===== config.mk =====
export PLATFORM = sky130hd
export DESIGN_NAME = sparse_triplet_matrix_add_top
export DESIGN_NICKNAME = d
export VERILOG_FILES = /design/src/sv/smadd_pkg.sv /design/src/sv/smadd_ram.sv /design/src/sv/smadd_ctrl.sv /design/src/sv/smadd_dp.sv /design/src/sv/sparse_triplet_matrix_add_top.sv
export SDC_FILE = /design/constraint.sdc
export NUM_CORES = 2
export LEC_CHECK = 0
export BUFFER_PORTS_ARGS = -buffer_cell sky130_fd_sc_hd__buf_4
export CAP_MARGIN = 20
export CORE_MARGIN = 4
export CORE_UTILIZATION = 34
export DETAILED_ROUTE_END_ITERATION = 7
export HOLD_SLACK_MARGIN = 0.05
export PLACE_DENSITY = 0.53
export SYNTH_ARGS = -nofsm -noshare
export SYNTH_HDL_FRONTEND = slang
export SYNTH_SLANG_ARGS = --single-unit
export TNS_END_PERCENT = 20

===== constraint.sdc =====
create_clock -name clk -period 5.25 [get_ports clk]
set_clock_uncertainty 0.15 [all_clocks]
set_input_delay 1.05 -clock clk [delete_from_list [all_inputs] [get_ports clk]]
set_output_delay 1.05 -clock clk [all_outputs]
set_load 0.01 [all_outputs]

===== src/sv/smadd_pkg.sv =====
// Shared types and constants for the sparse triplet matrix adder.
package smadd_pkg;

  // Field widths fixed by the interface.
  localparam int unsigned IDX_W    = 6;
  localparam int unsigned VAL_W    = 32;
  localparam int unsigned DIM_W    = 7;
  localparam int unsigned TOTAL_W  = 7;
  localparam int unsigned STATUS_W = 2;
  localparam int unsigned OP_W     = 2;
  localparam int unsigned CFG_IDX_W = 2;

  // Opcodes of an input beat.
  localparam logic [OP_W-1:0] OP_LOAD_A = 2'd0;
  localparam logic [OP_W-1:0] OP_LOAD_B = 2'd1;
  localparam logic [OP_W-1:0] OP_MERGE  = 2'd2;

  // Status codes on the last result of a merge.
  localparam logic [STATUS_W-1:0] ST_OK       = 2'd0;
  localparam logic [STATUS_W-1:0] ST_MISMATCH = 2'd1;
  localparam logic [STATUS_W-1:0] ST_OVERFLOW = 2'd2;

  // Configuration register indexes.
  localparam logic [CFG_IDX_W-1:0] REG_ROWS_A = 2'd0;
  localparam logic [CFG_IDX_W-1:0] REG_COLS_A = 2'd1;
  localparam logic [CFG_IDX_W-1:0] REG_ROWS_B = 2'd2;
  localparam logic [CFG_IDX_W-1:0] REG_COLS_B = 2'd3;

  // One stored triplet.
  typedef struct packed {
    logic [IDX_W-1:0]        row;
    logic [IDX_W-1:0]        col;
    logic signed [VAL_W-1:0] value;
  } term_t;

  localparam int unsigned TERM_W = $bits(term_t);

  // Commands from the controller to the datapath.
  typedef struct packed {
    logic load_a;
    logic load_b;
    logic merge_step;
    logic emit_status;
    logic clear;
  } cmd_t;

  // Status from the datapath to the controller.
  typedef struct packed {
    logic mismatch;
    logic lists_empty;
    logic merge_done;
  } flags_t;

endpackage


===== src/sv/smadd_ram.sv =====
// Generic single-write, single-read RAM with registered read data.
module smadd_ram #(
  parameter int unsigned WIDTH = 44,
  parameter int unsigned DEPTH = 32
) (
  input  logic                                   clk,
  input  logic                                   wr_en,
  input  logic [(DEPTH > 1 ? $clog2(DEPTH) : 1)-1:0] wr_addr,
  input  logic [WIDTH-1:0]                       wr_data,
  input  logic [(DEPTH > 1 ? $clog2(DEPTH) : 1)-1:0] rd_addr,
  output logic [WIDTH-1:0]                       rd_data
);

  logic [WIDTH-1:0] mem [DEPTH];

  // Write port and registered read port.
  always_ff @(posedge clk) begin
    if (wr_en) begin
      mem[wr_addr] <= wr_data;
    end
    rd_data <= mem[rd_addr];
  end

endmodule


===== src/sv/smadd_ctrl.sv =====
// Controller state machine for the sparse triplet matrix adder.
module smadd_ctrl (
  input  logic                         clk,
  input  logic                         rst,
  input  logic                         start,
  input  logic [smadd_pkg::OP_W-1:0]   opcode,
  input  smadd_pkg::flags_t            flags,
  output smadd_pkg::cmd_t              cmd,
  output logic                         busy
);

  localparam logic [1:0] S_IDLE   = 2'd0;
  localparam logic [1:0] S_MERGE  = 2'd1;
  localparam logic [1:0] S_STATUS = 2'd2;

  logic [1:0] state;
  logic [1:0] state_next;
  logic       accept;
  logic       merge_go;

  assign busy     = (state != S_IDLE);
  assign accept   = start && !busy;
  assign merge_go = accept && (opcode == smadd_pkg::OP_MERGE);

  // Commands decoded from the state and the accepted beat.
  always_comb begin
    cmd             = '0;
    cmd.load_a      = accept && (opcode == smadd_pkg::OP_LOAD_A);
    cmd.load_b      = accept && (opcode == smadd_pkg::OP_LOAD_B);
    cmd.merge_step  = (state == S_MERGE);
    cmd.emit_status = (state == S_STATUS);
    cmd.clear       = cmd.emit_status || (cmd.merge_step && flags.merge_done);
  end

  // Next-state logic.
  always_comb begin
    state_next = state;
    unique case (state)
      S_IDLE: begin
        if (merge_go) begin
          if (flags.mismatch || flags.lists_empty) begin
            state_next = S_STATUS;
          end else begin
            state_next = S_MERGE;
          end
        end
      end
      S_MERGE: begin
        if (flags.merge_done) begin
          state_next = S_IDLE;
        end
      end
      S_STATUS: begin
        state_next = S_IDLE;
      end
      default: begin
        state_next = S_IDLE;
      end
    endcase
  end

  always_ff @(posedge clk) begin
    if (rst) begin
      state <= S_IDLE;
    end else begin
      state <= state_next;
    end
  end

endmodule


===== src/sv/smadd_dp.sv =====
// Datapath: term lists, counters, merge compare and add, result registers.
module smadd_dp #(
  parameter int unsigned MAX_TERMS = 32
) (
  input  logic                               clk,
  input  logic                               rst,
  input  smadd_pkg::cmd_t                    cmd,
  output smadd_pkg::flags_t                  flags,
  input  logic [smadd_pkg::IDX_W-1:0]        term_row,
  input  logic [smadd_pkg::IDX_W-1:0]        term_col,
  input  logic signed [smadd_pkg::VAL_W-1:0] term_value,
  input  logic                               cfg_we,
  input  logic [smadd_pkg::CFG_IDX_W-1:0]    cfg_index,
  input  logic [smadd_pkg::DIM_W-1:0]        cfg_data,
  output logic                               result_strobe,
  output logic [smadd_pkg::IDX_W-1:0]        out_row,
  output logic [smadd_pkg::IDX_W-1:0]        out_col,
  output logic signed [smadd_pkg::VAL_W-1:0] out_value,
  output logic                               is_term,
  output logic                               last,
  output logic [smadd_pkg::TOTAL_W-1:0]      term_total,
  output logic [smadd_pkg::STATUS_W-1:0]     status
);

  localparam int unsigned CNT_W  = $clog2(MAX_TERMS + 1);
  localparam int unsigned ADDR_W = (MAX_TERMS > 1) ? $clog2(MAX_TERMS) : 1;
  localparam int unsigned VW     = smadd_pkg::VAL_W;

  logic [smadd_pkg::DIM_W-1:0] rows_a, cols_a, rows_b, cols_b;
  logic [CNT_W-1:0] count_a, count_b;
  logic             overflow_seen;
  logic [CNT_W-1:0] ptr_i, ptr_j, ptr_i_next, ptr_j_next;
  logic [smadd_pkg::TOTAL_W-1:0] term_cnt;

  logic                      full_a, full_b;
  logic                      wr_a, wr_b;
  smadd_pkg::term_t          wr_term;
  logic [smadd_pkg::TERM_W-1:0] rd_a_raw, rd_b_raw;
  smadd_pkg::term_t          term_a, term_b;

  logic                      a_vld, b_vld, take_a, take_b;
  logic [2*smadd_pkg::IDX_W-1:0] pos_a, pos_b;
  logic signed [VW:0]        sum_wide;
  logic signed [VW-1:0]      sum_sat;
  logic [CNT_W-1:0]          ptr_i_step, ptr_j_step;
  logic                      done;

  // Configuration registers.
  always_ff @(posedge clk) begin
    if (rst) begin
      rows_a <= smadd_pkg::DIM_W'(1);
      cols_a <= smadd_pkg::DIM_W'(1);
      rows_b <= smadd_pkg::DIM_W'(1);
      cols_b <= smadd_pkg::DIM_W'(1);
    end else if (cfg_we) begin
      unique case (cfg_index)
        smadd_pkg::REG_ROWS_A: rows_a <= cfg_data;
        smadd_pkg::REG_COLS_A: cols_a <= cfg_data;
        smadd_pkg::REG_ROWS_B: rows_b <= cfg_data;
        smadd_pkg::REG_COLS_B: cols_b <= cfg_data;
        default: begin
        end
      endcase
    end
  end

  // Load path: append to a list unless it is full.
  assign full_a  = (count_a >= CNT_W'(MAX_TERMS));
  assign full_b  = (count_b >= CNT_W'(MAX_TERMS));
  assign wr_a    = cmd.load_a && !full_a;
  assign wr_b    = cmd.load_b && !full_b;
  assign wr_term = '{row: term_row, col: term_col, value: term_value};

  always_ff @(posedge clk) begin
    if (rst) begin
      count_a       <= '0;
      count_b       <= '0;
      overflow_seen <= 1'b0;
    end else if (cmd.clear) begin
      count_a       <= '0;
      count_b       <= '0;
      overflow_seen <= 1'b0;
    end else begin
      if (wr_a) begin
        count_a <= count_a + CNT_W'(1);
      end
      if (wr_b) begin
        count_b <= count_b + CNT_W'(1);
      end
      if ((cmd.load_a && full_a) || (cmd.load_b && full_b)) begin
        overflow_seen <= 1'b1;
      end
    end
  end

  // Read addresses follow the next pointers so data is ready each cycle.
  smadd_ram #(.WIDTH(smadd_pkg::TERM_W), .DEPTH(MAX_TERMS)) u_list_a (
    .clk     (clk),
    .wr_en   (wr_a),
    .wr_addr (count_a[ADDR_W-1:0]),
    .wr_data (wr_term),
    .rd_addr (ptr_i_next[ADDR_W-1:0]),
    .rd_data (rd_a_raw)
  );

  smadd_ram #(.WIDTH(smadd_pkg::TERM_W), .DEPTH(MAX_TERMS)) u_list_b (
    .clk     (clk),
    .wr_en   (wr_b),
    .wr_addr (count_b[ADDR_W-1:0]),
    .wr_data (wr_term),
    .rd_addr (ptr_j_next[ADDR_W-1:0]),
    .rd_data (rd_b_raw)
  );

  assign term_a = smadd_pkg::term_t'(rd_a_raw);
  assign term_b = smadd_pkg::term_t'(rd_b_raw);

  // Merge selection: smaller row-major position first, both on a tie.
  assign a_vld = (ptr_i < count_a);
  assign b_vld = (ptr_j < count_b);
  assign pos_a = {term_a.row, term_a.col};
  assign pos_b = {term_b.row, term_b.col};

  always_comb begin
    take_a = 1'b0;
    take_b = 1'b0;
    priority if (a_vld && b_vld) begin
      take_a = (pos_a <= pos_b);
      take_b = (pos_b <= pos_a);
    end else if (a_vld) begin
      take_a = 1'b1;
    end else begin
      take_b = 1'b1;
    end
  end

  // Saturating 32-bit sum for matching positions.
  assign sum_wide = {term_a.value[VW-1], term_a.value} + {term_b.value[VW-1], term_b.value};
  always_comb begin
    if (sum_wide[VW] != sum_wide[VW-1]) begin
      sum_sat = sum_wide[VW] ? {1'b1, {(VW-1){1'b0}}} : {1'b0, {(VW-1){1'b1}}};
    end else begin
      sum_sat = sum_wide[VW-1:0];
    end
  end

  // Pointer advance; pointers rest at zero outside a merge.
  assign ptr_i_step = ptr_i + CNT_W'(take_a);
  assign ptr_j_step = ptr_j + CNT_W'(take_b);
  assign ptr_i_next = cmd.merge_step ? ptr_i_step : '0;
  assign ptr_j_next = cmd.merge_step ? ptr_j_step : '0;
  assign done       = (ptr_i_step >= count_a) && (ptr_j_step >= count_b);

  always_ff @(posedge clk) begin
    if (rst) begin
      ptr_i    <= '0;
      ptr_j    <= '0;
      term_cnt <= '0;
    end else begin
      ptr_i <= ptr_i_next;
      ptr_j <= ptr_j_next;
      if (cmd.merge_step) begin
        term_cnt <= term_cnt + smadd_pkg::TOTAL_W'(1);
      end else begin
        term_cnt <= '0;
      end
    end
  end

  // Status toward the controller.
  always_comb begin
    flags             = '0;
    flags.mismatch    = (rows_a != rows_b) || (cols_a != cols_b);
    flags.lists_empty = (count_a == '0) && (count_b == '0);
    flags.merge_done  = done;
  end

  // Result strobe.
  always_ff @(posedge clk) begin
    if (rst) begin
      result_strobe <= 1'b0;
    end else begin
      result_strobe <= cmd.merge_step || cmd.emit_status;
    end
  end

  // Result payload registers.
  always_ff @(posedge clk) begin
    if (cmd.emit_status) begin
      out_row    <= '0;
      out_col    <= '0;
      out_value  <= '0;
      is_term    <= 1'b0;
      last       <= 1'b1;
      term_total <= '0;
      if (flags.mismatch) begin
        status <= smadd_pkg::ST_MISMATCH;
      end else if (overflow_seen) begin
        status <= smadd_pkg::ST_OVERFLOW;
      end else begin
        status <= smadd_pkg::ST_OK;
      end
    end else if (cmd.merge_step) begin
      out_row    <= take_a ? term_a.row : term_b.row;
      out_col    <= take_a ? term_a.col : term_b.col;
      if (take_a && take_b) begin
        out_value <= sum_sat;
      end else begin
        out_value <= take_a ? term_a.value : term_b.value;
      end
      is_term    <= 1'b1;
      last       <= done;
      term_total <= done ? (term_cnt + smadd_pkg::TOTAL_W'(1)) : '0;
      status     <= (done && overflow_seen) ? smadd_pkg::ST_OVERFLOW : smadd_pkg::ST_OK;
    end
  end

endmodule


===== src/sv/sparse_triplet_matrix_add_top.sv =====
// Top level of the sparse triplet matrix adder.
// A load beat (opcode 0 or 1) does not raise busy, and the block can accept the next beat in the
// following cycle. A merge beat raises busy: after the accepting cycle the block emits one
// result per cycle, one per merged term (count_a + count_b minus matching positions), each
// appearing on the result ports in the following cycle with result_strobe high for exactly one
// cycle; a mismatch or empty merge gives a single status-only result. Busy stays high while
// the results are formed, and the next beat can be accepted at the edge that ends the cycle in
// which the last result is shown. The rate of a merge is set by the two list memories, each
// read once per cycle with registered read data.
// The receiver cannot stall: results must be captured in the cycle result_strobe is high.
// Configuration writes are always ready and should only be issued while busy is low.
module sparse_triplet_matrix_add_top #(
  parameter int unsigned MAX_TERMS = 32
) (
  input  logic                               clk,
  input  logic                               rst,
  input  logic                               start,
  output logic                               busy,
  input  logic [smadd_pkg::OP_W-1:0]         opcode,
  input  logic [smadd_pkg::IDX_W-1:0]        term_row,
  input  logic [smadd_pkg::IDX_W-1:0]        term_col,
  input  logic signed [smadd_pkg::VAL_W-1:0] term_value,
  input  logic                               cfg_valid,
  output logic                               cfg_ready,
  input  logic [smadd_pkg::CFG_IDX_W-1:0]    cfg_index,
  input  logic [smadd_pkg::DIM_W-1:0]        cfg_data,
  output logic                               result_strobe,
  output logic [smadd_pkg::IDX_W-1:0]        out_row,
  output logic [smadd_pkg::IDX_W-1:0]        out_col,
  output logic signed [smadd_pkg::VAL_W-1:0] out_value,
  output logic                               is_term,
  output logic                               last,
  output logic [smadd_pkg::TOTAL_W-1:0]      term_total,
  output logic [smadd_pkg::STATUS_W-1:0]     status
);

  smadd_pkg::cmd_t   cmd;
  smadd_pkg::flags_t flags;

  assign cfg_ready = 1'b1;

  // Controller.
  smadd_ctrl u_ctrl (
    .clk    (clk),
    .rst    (rst),
    .start  (start),
    .opcode (opcode),
    .flags  (flags),
    .cmd    (cmd),
    .busy   (busy)
  );

  // Datapath.
  smadd_dp #(.MAX_TERMS(MAX_TERMS)) u_dp (
    .clk           (clk),
    .rst           (rst),
    .cmd           (cmd),
    .flags         (flags),
    .term_row      (term_row),
    .term_col      (term_col),
    .term_value    (term_value),
    .cfg_we        (cfg_valid && cfg_ready),
    .cfg_index     (cfg_index),
    .cfg_data      (cfg_data),
    .result_strobe (result_strobe),
    .out_row       (out_row),
    .out_col       (out_col),
    .out_value     (out_value),
    .is_term       (is_term),
    .last          (last),
    .term_total    (term_total),
    .status        (status)
  );

endmodule


* After elaboration in Yosys (flattened, before gate mapping)
Memory sizes are Yosys's and may differ from the RTL's. A register that Yosys moved wholly into a read port is not among the register bits. Index checks and enable logic that the tools add are counted.
Cells by class: equality and inequality tests 12, magnitude comparators 8, add/sub/neg operators 6, reductions and logical operators 36, bitwise operators 1, mux-type cells 26
Operator list (count):
- $mux W32 | 4
- $add A32 B32 Y33 | 1
- $le A12 B12 Y1 | 2
- $mux W2 | 8
- $logic_and A1 B1 Y1 | 14
- $ne A7 B7 Y1 | 2
- $add A6 B1 Y6 | 2
- $add A6 B1 Y6 const B | 2
- $ge A6 B6 Y1 | 2
- $ge A6 B6 Y1 const B | 2
- $logic_not A6 Y1 | 2
- $lt A6 B6 Y1 | 2
- $mux W6 | 2
- $mux W5 | 2
- $reduce_and A2 Y1 | 5
- $eq A2 B2 Y1 const B | 4
- $mux W1 | 8
- $add A7 B1 Y7 const B | 1
- $mux W7 | 1
- $eq A2 B1 Y1 const B | 3
- $logic_not A2 Y1 | 3
- $logic_or A1 B1 Y1 | 5
- $pmux W2 S2 | 1
- $reduce_bool A2 Y1 | 2
- other kinds (6) | 9
Storage, ports and cells: flip-flop bits (word level) 118, bits in writable memories 2816, output and inout port bits 58, input port bits 59, memories kept 2, word-level logic and storage cells 112
Memories:
- u_dp.u_list_a.mem | words 32, bits a word 44, read ports 1, clocked after memory_dff 1, wr ports 1, RTL line smadd_ram.sv:14 | logic [WIDTH-1:0] mem [DEPTH];
- u_dp.u_list_b.mem | words 32, bits a word 44, read ports 1, clocked after memory_dff 1, wr ports 1, RTL line smadd_ram.sv:14

* Longest topological paths before layout
depth after elaboration 10, mapped depth 29, mapped depth without buffers 22

* Hierarchy
A second synthesis with hierarchy kept.
Unflattened totals: cells, all modules 7134, area total of the unflattened synthesis 119145.5 um^2
By module, submodules not included:
- smadd_ram | cells an instance 3090, area each 55532.0 um^2, times used 2, seq. area each 43161.4 um^2
- smadd_dp | cells an instance 937, area each 7930.1 um^2, times used 1, seq. area each 2342.2 um^2
- smadd_ctrl | cells an instance 15, area each 140.1 um^2, times used 1, seq. area each 40.0 um^2
- sparse_triplet_matrix_add_top | cells an instance 2, area each 11.3 um^2, times used 1, seq. area each 0.0 um^2

* Least setup slack after synthesis
Ideal clock, no wire load.
path type flip-flop to flip-flop, from register u_dp.count_b[3], to register u_dp.count_a[4], path buffers 7, stages on the path, launching flop included 30, library setup time 73 ps, clock period less this slack 5377 ps, arrival 5154 ps, slack -127 ps, path through dfxtp_1 clkbuf_1 inv_1 ha_1 o21a_1 o21ai_0 nand2b_1 a31oi_1 a31o_1 buf_2 clkinv_2 and2_2 buf_6 buf_6 inv_1 ha_1 inv_1 clkbuf_1 clkbuf_1 ha_1 nand2b_1 a21o_1 a21o_1 a21o_1 a21o_1 a21oi_1 a21oi_1 a211o_1 clkbuf_1 nor2_1
Between the ends: longest elaborated chain between the ends 9, elaborated cells on any way between the ends 12, classes of those cells add/sub: 2; order compare: 3; mux: 2; reduce/logical: 5
RTL lines:
- start, declared | RTL line smadd_dp.sv:30 | logic [CNT_W-1:0] count_a, count_b;
- start signal, assigned | RTL line smadd_dp.sv:88 | count_b <= count_b + CNT_W'(1);
- $lt A6 B6 Y1 | RTL line smadd_dp.sv:120 | assign b_vld = (ptr_j < count_b);
- $logic_and A1 B1 Y1 | RTL line smadd_dp.sv:127 | priority if (a_vld && b_vld) begin
- $mux W1 | RTL line smadd_dp.sv:127
- $add A6 B1 Y6, on equally long branches | RTL line smadd_dp.sv:148, smadd_dp.sv:149
- $ge A6 B6 Y1 | RTL line smadd_dp.sv:152 | assign done = (ptr_i_step >= count_a) && (ptr_j_step >= count_b);
- $logic_and A1 B1 Y1 (*) | RTL line smadd_dp.sv:152
- $logic_and A1 B1 Y1 (*) | RTL line smadd_ctrl.sv:32 | cmd.clear = cmd.emit_status || (cmd.merge_step && flags.merge_done);
- $logic_or A1 B1 Y1 (*) | RTL line smadd_ctrl.sv:32
- $reduce_or A2 Y1 (no source line) (*)
- end signal, assigned | RTL line smadd_dp.sv:85 | count_a <= count_a + CNT_W'(1);
- end, declared | RTL line smadd_dp.sv:30
Every way passes the cells marked *; elsewhere a longest branch is shown, timed or not. A chain may end at the register's enable or synchronous reset.

* Final worst setup path
from register u_dp.u_list_b.rd_data[36], read port of u_dp.u_list_b.mem, to register u_dp.count_b[3]
Between the ends: longest elaborated chain between the ends 8, elaborated cells on any way between the ends 12, classes of those cells add/sub: 2; order compare: 4; mux: 2; reduce/logical: 4
RTL lines:
- start, declared | RTL line smadd_ram.sv:11 | output logic [WIDTH-1:0] rd_data
- $le A12 B12 Y1, on equally long branches | RTL line smadd_dp.sv:128, smadd_dp.sv:129
- $mux W1 | RTL line smadd_dp.sv:127
- $add A6 B1 Y6, on equally long branches | RTL line smadd_dp.sv:148, smadd_dp.sv:149
- $ge A6 B6 Y1 | RTL line smadd_dp.sv:152
- $logic_and A1 B1 Y1 (*) | RTL line smadd_dp.sv:152
- $logic_and A1 B1 Y1 (*) | RTL line smadd_ctrl.sv:32
- $logic_or A1 B1 Y1 (*) | RTL line smadd_ctrl.sv:32
- $reduce_or A2 Y1 (no source line) (*)
Marks and branches as above.

==> impl_metrics.yaml <==
worst_setup_path:
  regToRegStartpoint: "u_dp.u_list_b.rd_data[36]"
  worstSetupPathType: "reg2reg"
  worst-endpoint-required_ns: 5.91
  crit_path_start_kind: "flop"
  timing_endpoint_of_the_critical_path: "u_dp.count_b[3]"
  worstPathArrival_ns: 5.72
  regToRegEndpoint: "u_dp.count_b[3]"
  worst-path-max-fanout: 13
  worst_setup_path_end_kind: "flop"
  regToRegSetupSlack_ns: 0.20
  ff2ff_path_depth: 20
  timing.critical_path.from: "u_dp.u_list_b.rd_data[36]"
logic_synthesis:
  synth_enable_flop_cells: 2818
  post_synthesis_sequential_area_ratio: 0.762
  syn-cell-area_um2: 116000
  netlist.area_leader.share: 0.727
  yosys_warnings: 0
  leading_area_contributor_after_synthesis: "edfxtp_1"
  yosysUniqueCellTypes: 81
  count_of_mapped_cells_out_of_synthesis: 6020
  yosys_register_bits: 3022
  postSynthAreaPerCell_um2: 19.3
  synthArstFlopShare: 0
  synth_top_flop_cell: "edfxtp_1"
  synth_nets: 6162
  synth_area_leaders: "edfxtp_1, mux4_2, dfxtp_1, o221ai_1, o22ai_1"
global_route:
  via_count_of_the_first_global_routing_pass: 62200
  gr-usage-all-layers: 0.188
  overflow: 0
  antenna_found_initial: 36
  pin_count_of_the_biggest_net_entering_global_routing: 174
  grt_pass1_wl_um: 475000
layout:
  multiInputGateArea_um2: 26300
  top_library_cells_by_usage_in_the_layout_fill_and_taps_aside: "edfxtp_1, mux4_2, o21ai_0, o221ai_1, o22ai_1"
  most_common_library_cell_in_the_layout_ignoring_fill_and_taps: "edfxtp_1"
  fin_nets: 6470
  regArea_um2: 88700
  area_growth_syn_to_layout_pct: 16.6
  finalCoreUtilization: 0.399
  fill_cells: 30200
  layout-drive-gt1-share: 0.244
placement:
  place_hpwl_um: 189000
  numPortBuffers: 115
  gpl.final_weighted_congestion: 0.851
clock_tree:
  clockBufferDepth: 4
  clkSinkCount: 3022
  cts_buffers: 316
  htreeDepth: 5
  clockRootBuffer: "clkbuf_16"
  clk_latency_ns: 0.94
  tritoncts: "yes"
  cts-hold-fix-buffers: 0
  clkTransAtPathRegs_ns: 0.06
timing:
  fin_setup_tns_ns: 0
  fmaxAchievable_mhz: 198
  tightestPinTransition_ns: 1.04
  period_share: 0.962
  setup_violations: 0
  finalWorstPathRequiredPeriod_ns: 5.05
  final_hold_viol_count: 0
  report.final.slew_viol_count: 0
  maxSlewHeadroom: 0.306
  rsz_0062_raised_after_global_routing: "no"
power_and_ir_drop:
  switching_share: 0.213
  share_clk_of_total_power: 0.440
  p_sw_uw: 10800
  irDropWorstVdd_mv: 0.243
  cellInternalPower_uw: 39900
  total_leakage_power_uw: 0.0425
  comb_power_share: 0.036
  p_seq_frac: 0.524
  power_density_nw_per_um2: 374
  totalPowerFinal_uw: 50800
floorplan:
  top_level_ports: 117
  initial_util: 0.342
  core-area_um2: 340000
  floorplan.rows: 214
  fp.dieArea_um2: 352000
  die_w_um: 593
  die_y_um: 593
route:
  postRouteAntennaNets: 0
  detail_route.iter0.violations: 6230
  average_via_count_per_standard_cell: 5.54
  route.met2.wl_um: 169000
  routed-wl-met3_um: 20100
  detail_route.drc_violations: 0
  vias: 61700
  top_layer_used: "met4"
  wl_per_cell_um: 30.3
  wl_met1_um: 138000
  detailedRoute.firstPassIterationCount: 5
  totalWireLength_um: 337000
hold_path:
  worstHoldPathType: "in2reg"
run:
  cap_violations: 0
status:
  result_of_the_run: "completed"
-- Yosys cell counts (7+ instances only) --
cell,instances
nand2_2,12
nand4_1,13
xor2_1,23
ha_1,82
o211ai_1,8
a211oi_1,33
mux2_2,88
dfxtp_1,204
nor3_1,12
nor2b_1,9
xnor2_1,34
o221ai_1,353
a221oi_1,9
o21ai_0,383
and2_1,14
mux2i_1,28
buf_2,47
buf_1,40
edfxtp_1,2818
nand2_1,72
o22ai_1,352
nand3_1,36
o21ai_1,14
a211o_1,7
and3_1,7
a21o_1,12
nand2b_1,8
a21oi_1,75
buf_6,25
a311oi_2,12
inv_1,51
buf_4,9
clkbuf_1,286
a22oi_1,18
mux4_2,528
nor2_1,211
-- how the worst min path moves through the flow --
stage | cells past startpoint | start | end
2_1_floorplan | 2 | u_dp.overflow_seen | u_dp.overflow_seen
3_3_place_gp | 1 | u_dp.term_cnt[0] | u_dp.term_cnt[0]
3_5_place_dp | 2 | u_dp.overflow_seen | u_dp.overflow_seen
4_1_cts | 2 | cfg_data[0] | u_dp.rows_a[0]
5_1_grt | 2 | cfg_data[0] | u_dp.rows_a[0]
6_report | 2 | cfg_data[0] | u_dp.rows_a[0]
-- cell families (layout without fill, tap and decap cells) --
| kind of cell | Yosys count | count (layout) | synth area share |
|---|---|---|---|
| flip-flops | 3022 | 3022 | 0.762 |
| AO/OA/AOI/OAI | 1332 | 1332 | 0.0775 |
| multiplexers | 644 | 644 | 0.113 |
| buffers and inverters | 461 | 1030 | 0.0173 |
| AND/OR/NAND/NOR | 418 | 418 | 0.0161 |
| adder cells (fa/ha/maj) | 83 | 83 | 0.00899 |
| XOR/XNOR | 59 | 59 | 0.00457 |
| other | 1 | 16 | 0.0000322 |
-- registers in the layout (all words and copies together), names as in the netlist --
| signal | count |
|---|---|
| u_dp.out_value | 32 |
| u_dp.u_list_b.mem | 1408 |
| u_dp.u_list_b.rd_data | 44 |
| u_dp.overflow_seen | 1 |
| u_dp.cols_b | 7 |
| u_dp.out_col | 6 |
| u_ctrl.state | 2 |
| u_dp.cols_a | 7 |
| u_dp.result_strobe | 1 |
| u_dp.out_row | 6 |
| u_dp.term_cnt | 7 |
| u_dp.last | 1 |
| u_dp.rows_a | 7 |
| u_dp.rows_b | 7 |
| u_dp.status | 2 |
| u_dp.term_total | 7 |
| u_dp.ptr_i | 6 |
| u_dp.ptr_j | 6 |
| u_dp.count_a | 6 |
| u_dp.count_b | 6 |
| u_dp.u_list_a.rd_data | 44 |
| u_dp.u_list_a.mem | 1408 |
| u_dp.is_term | 1 |
-- repair_timing --
action,in CTS,in global routing
setup endpoints to repair,0,25
resized for setup,0,7
setup buffers,0,2
-- power groups by stage --
stage                     clock network (µW)  logic (µW)  registers [µW]
after floorplan                            0         886           27000
after global placement                     0        1810           27100
after detailed placement                   0        1850           27100
after CTS                              22800        1850           26600
after global routing                   23800        1980           26600
final                                  22300        1840           26600
-- critical path, stage by stage (launching register included) --
cell,delay (ns)
dfxtp_1,0.44
inv_1,0.10
ha_1,0.29
nand4_1,0.16
a211oi_1,0.06
or4b_1,0.55
a31o_2,0.25
clkinv_2,0.09
and2_2,0.17
inv_1,0.05
ha_1,0.21
ha_1,0.35
ha_1,0.31
a21o_1,0.17
a21o_1,0.19
a21o_1,0.17
a21o_1,0.18
a21oi_1,0.27
a21oi_2,0.15
a211o_2,0.50
nor2_1,0.16
-- layout make-up --
type	count	share of cell area
tap	4536	0.0418
antenna	15	0.000277
multi-input combinational	2537	0.194
timing repair buffer	397	0.0326
clock inverter	151	0.0114
sequential	3022	0.654
clock buffer	428	0.0650
inverter	54	0.00161
-- stage by stage --
| stage | instance area [µm²] | setup slack [ns] | hold slack (ns) | cells |
|---|---|---|---|---|
| 2_1_floorplan | 116000 | 0.0239 | 0.282 | 6020 |
| 3_3_place_gp | 125000 | 0.104 | 0.312 | 10500 |
| 3_5_place_dp | 125000 | 0.109 | 0.310 | 10500 |
| 4_1_cts | 136000 | 0.0649 | 0.132 | 11100 |
| 5_1_grt | 136000 | 0.00349 | 0.179 | 11100 |
| 6_report | 136000 | 0.198 | 0.215 | 11100 |
-- metal layers --
metal	up-vias	track usage
met2	1988	0.319
met5	-	0
met1	33200	0.251
li1	26000	-
met3	448	0.0262
met4	0	0.0562
No activity file was read; power rests on OpenSTA's default activity.
